## config.mk

```make
export PLATFORM = sky130hd
export DESIGN_NAME = lfgd_ctrl
export DESIGN_NICKNAME = d
export VERILOG_FILES = /design/src/sv/lfgd_pkg.sv /design/src/sv/lfgd_ctrl.sv
export SDC_FILE = /design/constraint.sdc
export NUM_CORES = 1
export LEC_CHECK = 0
export BUFFER_PORTS_ARGS = -buffer_cell sky130_fd_sc_hd__buf_2
export CORE_ASPECT_RATIO = 0.75
export CORE_MARGIN = 5
export CORE_UTILIZATION = 40
export CTS_CLUSTER_SIZE = 10
export DETAILED_ROUTE_END_ITERATION = 12
export PLACE_DENSITY = 0.67
export SETUP_SLACK_MARGIN = 0.5
export SYNTH_ARGS = -nofsm -noshare
export SYNTH_HDL_FRONTEND = slang
export SYNTH_SLANG_ARGS = --single-unit
```

## constraint.sdc

```tcl
create_clock -name aclk -period 4.5 [get_ports aclk]
set_input_delay 0.9 -clock aclk [delete_from_list [all_inputs] [get_ports aclk]]
set_output_delay 0.9 -clock aclk [all_outputs]
set_load 0.005 [all_outputs]
```

## src/sv/lfgd_pkg.sv

```systemverilog
// Shared types, constants and command codes of the linear fit trainer.
`default_nettype none
package lfgd_pkg;

    // Store size and derived widths
    localparam int MAX_SAMPLES = 1024;
    localparam int ADDR_W      = $clog2(MAX_SAMPLES);
    localparam int CNT_W       = $clog2(MAX_SAMPLES + 1);

    // Arithmetic widths
    localparam int SUM_W  = 58;  // signed gradient sums
    localparam int MAG_W  = 57;  // magnitude of a sum, cost sum, quotient
    localparam int DIVR_W = CNT_W + 1;  // divisor holds 2m
    localparam int LR_W   = 24;
    localparam int IT_W   = 16;
    localparam int CFG_W  = 24;
    localparam int CFG_A_W = 2;

    // Register indexes
    localparam logic [CFG_A_W-1:0] REG_LEARN_RATE = 2'd0;
    localparam logic [CFG_A_W-1:0] REG_ITER_COUNT = 2'd1;

    // Divider operand selection
    localparam logic [1:0] SRC_S0   = 2'd0;
    localparam logic [1:0] SRC_S1   = 2'd1;
    localparam logic [1:0] SRC_COST = 2'd2;

    typedef struct packed {
        logic signed [31:0] sample_x;
        logic signed [31:0] sample_y;
        logic               last_sample;
    } in_item_t;

    typedef struct packed {
        logic signed [31:0] intercept;
        logic signed [31:0] slope;
        logic [47:0]        final_cost;
        logic [10:0]        samples_used;
        logic               overflow_flag;
    } out_item_t;

    // Controller to datapath
    typedef struct packed {
        logic              wr_en;
        logic [ADDR_W-1:0] wr_addr;
        logic              rd_issue;
        logic [ADDR_W-1:0] rd_addr;
        logic              cost_mode;
        logic              clear_thetas;
        logic              clear_sums;
        logic              div_start;
        logic [1:0]        div_src;
        logic              mul_en;
        logic              add_en;
        logic              sel;
        logic              commit;
        logic              load_out;
        logic              clear_flag;
        logic              drop;
        logic [CNT_W-1:0]  m;
    } cmd_t;

    // Datapath to controller
    typedef struct packed {
        logic pipe_busy;
        logic div_done;
        logic out_free;
    } sts_t;

endpackage
`default_nettype wire

```

## src/sv/lfgd_ctrl.sv

```systemverilog
// Controller: loading, training passes, parameter updates and result hand-off.
`default_nettype none
module lfgd_ctrl (
    input  wire logic                      aclk,
    input  wire logic                      aresetn,
    input  wire logic                      s_valid,
    output logic                           s_ready,
    input  wire logic                      last_sample,
    input  wire logic [lfgd_pkg::IT_W-1:0] iteration_count,
    input  wire lfgd_pkg::sts_t            sts,
    output lfgd_pkg::cmd_t                 cmd
);

    localparam logic [3:0] ST_LOAD   = 4'd0;
    localparam logic [3:0] ST_START  = 4'd1;
    localparam logic [3:0] ST_PASS   = 4'd2;
    localparam logic [3:0] ST_DRAIN  = 4'd3;
    localparam logic [3:0] ST_DIV    = 4'd4;
    localparam logic [3:0] ST_WAIT   = 4'd5;
    localparam logic [3:0] ST_MUL    = 4'd6;
    localparam logic [3:0] ST_ADD    = 4'd7;
    localparam logic [3:0] ST_COMMIT = 4'd8;
    localparam logic [3:0] ST_RESULT = 4'd9;

    localparam int CW = lfgd_pkg::CNT_W;
    localparam logic [CW-1:0] FULL = CW'(lfgd_pkg::MAX_SAMPLES);

    logic [3:0]                  state_reg, state_next;
    logic [CW-1:0]               count_reg, count_next;
    logic [CW-1:0]               idx_reg, idx_next;
    logic [lfgd_pkg::IT_W-1:0]   iter_reg, iter_next;
    logic                        cost_reg, cost_next;
    logic                        sel_reg, sel_next;
    logic                        accept;

    assign s_ready = (state_reg == ST_LOAD);
    assign accept  = s_valid && s_ready;

    // Next state and commands
    always_comb begin
        state_next = state_reg;
        count_next = count_reg;
        idx_next   = idx_reg;
        iter_next  = iter_reg;
        cost_next  = cost_reg;
        sel_next   = sel_reg;
        cmd              = '0;
        cmd.wr_addr      = count_reg[lfgd_pkg::ADDR_W-1:0];
        cmd.rd_addr      = idx_reg[lfgd_pkg::ADDR_W-1:0];
        cmd.cost_mode    = cost_reg;
        cmd.sel          = sel_reg;
        cmd.m            = count_reg;
        cmd.div_src      = cost_reg ? lfgd_pkg::SRC_COST
                                    : (sel_reg ? lfgd_pkg::SRC_S1 : lfgd_pkg::SRC_S0);
        unique case (state_reg)
            ST_LOAD: begin
                if (accept) begin
                    if (count_reg != FULL) begin
                        cmd.wr_en  = 1'b1;
                        count_next = count_reg + 1'b1;
                    end else begin
                        cmd.drop = 1'b1;
                    end
                    if (last_sample) begin
                        state_next = ST_START;
                    end
                end
            end
            ST_START: begin
                cmd.clear_thetas = 1'b1;
                cmd.clear_sums   = 1'b1;
                idx_next   = '0;
                iter_next  = '0;
                cost_next  = (iteration_count == '0);
                state_next = ST_PASS;
            end
            ST_PASS: begin
                cmd.rd_issue = 1'b1;
                if (idx_reg == count_reg - 1'b1) begin
                    state_next = ST_DRAIN;
                end else begin
                    idx_next = idx_reg + 1'b1;
                end
            end
            ST_DRAIN: begin
                if (!sts.pipe_busy) begin
                    sel_next   = 1'b0;
                    state_next = ST_DIV;
                end
            end
            ST_DIV: begin
                cmd.div_start = 1'b1;
                state_next    = ST_WAIT;
            end
            ST_WAIT: begin
                if (sts.div_done) begin
                    state_next = cost_reg ? ST_RESULT : ST_MUL;
                end
            end
            ST_MUL: begin
                cmd.mul_en = 1'b1;
                state_next = ST_ADD;
            end
            ST_ADD: begin
                cmd.add_en = 1'b1;
                if (!sel_reg) begin
                    sel_next   = 1'b1;
                    state_next = ST_DIV;
                end else begin
                    state_next = ST_COMMIT;
                end
            end
            ST_COMMIT: begin
                cmd.commit     = 1'b1;
                cmd.clear_sums = 1'b1;
                idx_next   = '0;
                iter_next  = iter_reg + 1'b1;
                cost_next  = ({1'b0, iter_reg} + 17'd1) == {1'b0, iteration_count};
                state_next = ST_PASS;
            end
            ST_RESULT: begin
                if (sts.out_free) begin
                    cmd.load_out   = 1'b1;
                    cmd.clear_flag = 1'b1;
                    count_next = '0;
                    state_next = ST_LOAD;
                end
            end
            default: state_next = ST_LOAD;
        endcase
    end

    always_ff @(posedge aclk) begin
        if (!aresetn) begin
            state_reg <= ST_LOAD;
            count_reg <= '0;
            cost_reg  <= 1'b0;
            sel_reg   <= 1'b0;
        end else begin
            state_reg <= state_next;
            count_reg <= count_next;
            cost_reg  <= cost_next;
            sel_reg   <= sel_next;
        end
        idx_reg  <= idx_next;
        iter_reg <= iter_next;
    end

endmodule
`default_nettype wire

```

==> metrics.cfg <==
[status]
status = finished, final reports clean

[setup_path]
cp_top_family = simple AND/OR/NAND/NOR gates
ff2ff_path_depth = 8
r2r-start = state_reg[3]$_SDFFE_PN0P_
critPathMaxStageDelay_ns = 0.62
startpoint = state_reg[3]$_SDFFE_PN0P_
start_kind = flop
r2r_slack_ns = 1.83
slowest_stage = dfxtp_1
reg2reg_to = cost_reg$_SDFFE_PN0P_
cp_num_buf_inv = 2
endpoint_kind = output pin
required_ns = 3.60
worst-path-max-fanout = 16
cp_cell_sequence = nand2b_1 -> or3_1 -> inv_1 -> buf_2
arrival_ns = 2.04
worstSetupPathType = reg2out

[detailed_routing]
vias = 2918
routedWlPerCell_um = 15.0
wl_mm = 8.13
first_pass_iters = 4
drt_iter0_markers = 192
drc_errors = 0
vias_per_cell = 5.37
antenna_left = 0

[synthesis]
synth_area_leaders = edfxtp_1 (24%), dfxtp_1 (10%), xnor2_1 (9.0%)
avgSynthCellArea_um2 = 8.48
synth-seq-cells = 44
synth_seq_area_share_pct = 33.7
synth_cells = 403
yosysTopAreaCellShare_pct = 23.7
synth_warnings = 0
synth_ff_type = edfxtp_1
syn_area_um2 = 3420
synth.largest_area_cell = edfxtp_1
syn_nets = 430
synthArstFlopShare_pct = 0
yosysUniqueCellTypes = 53
synth_edf_count = 27

[cts]
clock_sinks = 44
ctsResizeCount = 0
cts_made_buffers = 5
cts_setup_buffers = 0
clk_pin_slew_ns = 0.06
holdBufCountCts = 0
cts_max_path_buffers = 2
cts_tree = done
worstSkewPairLatency_ns = 0.28
cts_root_buf = clkbuf_16
h-tree-depth = 2

[cells_and_area]
fin_util_pct = 45.0
drive_above_1_share_pct = 21.1
largest_register_ffs = 16
final_cell_area_um2 = 3770
nets = 461
syn_to_final_growth_pct = 10.4
stdcell_count = 543
final_common_cell = buf_2
diodes = 0
mostFrequentLayoutCells = buf_2 (69), nor2_1 (49), xnor2_1 (35), edfxtp_1 (27), nand2_1 (23)

[placement]
place_congestion = 0.911
port_buffers = 69
place_ws_ns = 1.85
place_hpwl_mm = 6.13
dp_cells = 535
dpl-instance-area_um2 = 3630

[sta]
fin_crit_sh_pct = 65.3
hold_violations = 0
whs_ns = 0.573
slew_headroom_pct = 54.5
rsz0062_at_grt = false
setup_viol = 0
fin_crit_ns = 2.94
tightest_slew_ns = 0.677
fin_skew_ns = 0.00381
setup_tns_ns = 0
slew_viol_final = 0
fmax_mhz = 341
finalWorstSetupSlack_ns = 1.56

[global_routing]
grt_pass1_vias = 2695
grt_pass1_wl_mm = 13.2
antenna_found_initial = 0
grt_usage_pct = 15.2
grt_max_degree = 30
grt-ovfl-total = 0

[min_path]
hold_class = reg2reg
hold_depth = 2
min_from = count_reg[1]$_SDFFE_PN0P_
whs_endpoint = count_reg[1]$_SDFFE_PN0P_

[run]
maxCapViolCount = 0

[power]
finalPower_mw = 1.89
cellPowerDensity_nw_per_um2 = 501
power.leakage_nw = 1.44
max-vdd-ir-drop_v = 0.000247

[floorplan]
die-area_um2 = 10500
start_util_pct = 40.8
core_area_um2 = 8380
fp.dieW_um = 117
die_h_um = 90.0
ioPinCount = 70
rows = 29

[Yosys cell counts (all sizes together) (6+ instances only)]
library cell	instances
nor2	49
buf	37
xnor2	35
edfxtp	27
nand2	23
a21oi	21
xor2	20
nand3	18
dfxtp	17
o21ai	15
nor4	14
nor3	13
inv	10
and3	9
clkbuf	9
nand2b	9
nand4	8
nor2b	6
nor3b	6
[worst min-delay path: cells and delay by family (launching register included)]
family             cells  cell delay [ns]
DFF                    1             0.36
AOI/OAI and AO/OA      2             0.16
[layer usage]
metal	routed length, µm	vias to the layer above	global-route usage [%]
li1	-	1464	-
met1	3810	1355	22.2
met2	3660	87	23.0
met3	530	12	2.48
met4	136	0	4.20
met5	0	-	0
[worst max path at each step]
stage                                endpoint  slack, ns  depth (start not counted)
finish                                cmd[14]       1.56                          4
global route                          cmd[14]       1.42                          4
CTS                                   cmd[14]       1.56                          4
detailed placement  idx_reg[10]$_SDFFCE_PP0P_       1.85                          9
global placement     idx_reg[9]$_SDFFCE_PP0P_       1.90                          9
floorplan                             cmd[21]       1.79                          5
[final cells by class]
| type | instances | area, µm² |
|---|---|---|
| Fill cell | 814 | 4610 |
| Multi-Input combinational cell | 303 | 1950 |
| Sequential cell | 44 | 1150 |
| Timing Repair Buffer | 70 | 353 |
| Clock buffer | 7 | 143 |
| Tap cell | 108 | 135 |
| Inverter | 10 | 37.5 |
| Clock inverter | 1 | 3.75 |
[logic make-up after synthesis]
kind of cell / count (synthesis) / synth area share [%]
DFF: 44 / 33.7
xor gates and xnor gates: 55 / 14.1
AOI/OAI and AO/OA: 65 / 12.2
and+or+nand+nor: 177 / 28.6
buffers and inverters: 56 / 9.38
muxes: 2 / 0.586
adders and majority gates: 4 / 1.47
[report_power, final]
part	internal, mW	switching, mW	leakage [nW]
Clock	0.219	0.141	0.0716
Combinational	0.339	0.396	0.975
Sequential	0.590	0.205	0.395
Total	1.15	0.741	1.44
(Power assumes the default switching activity.)
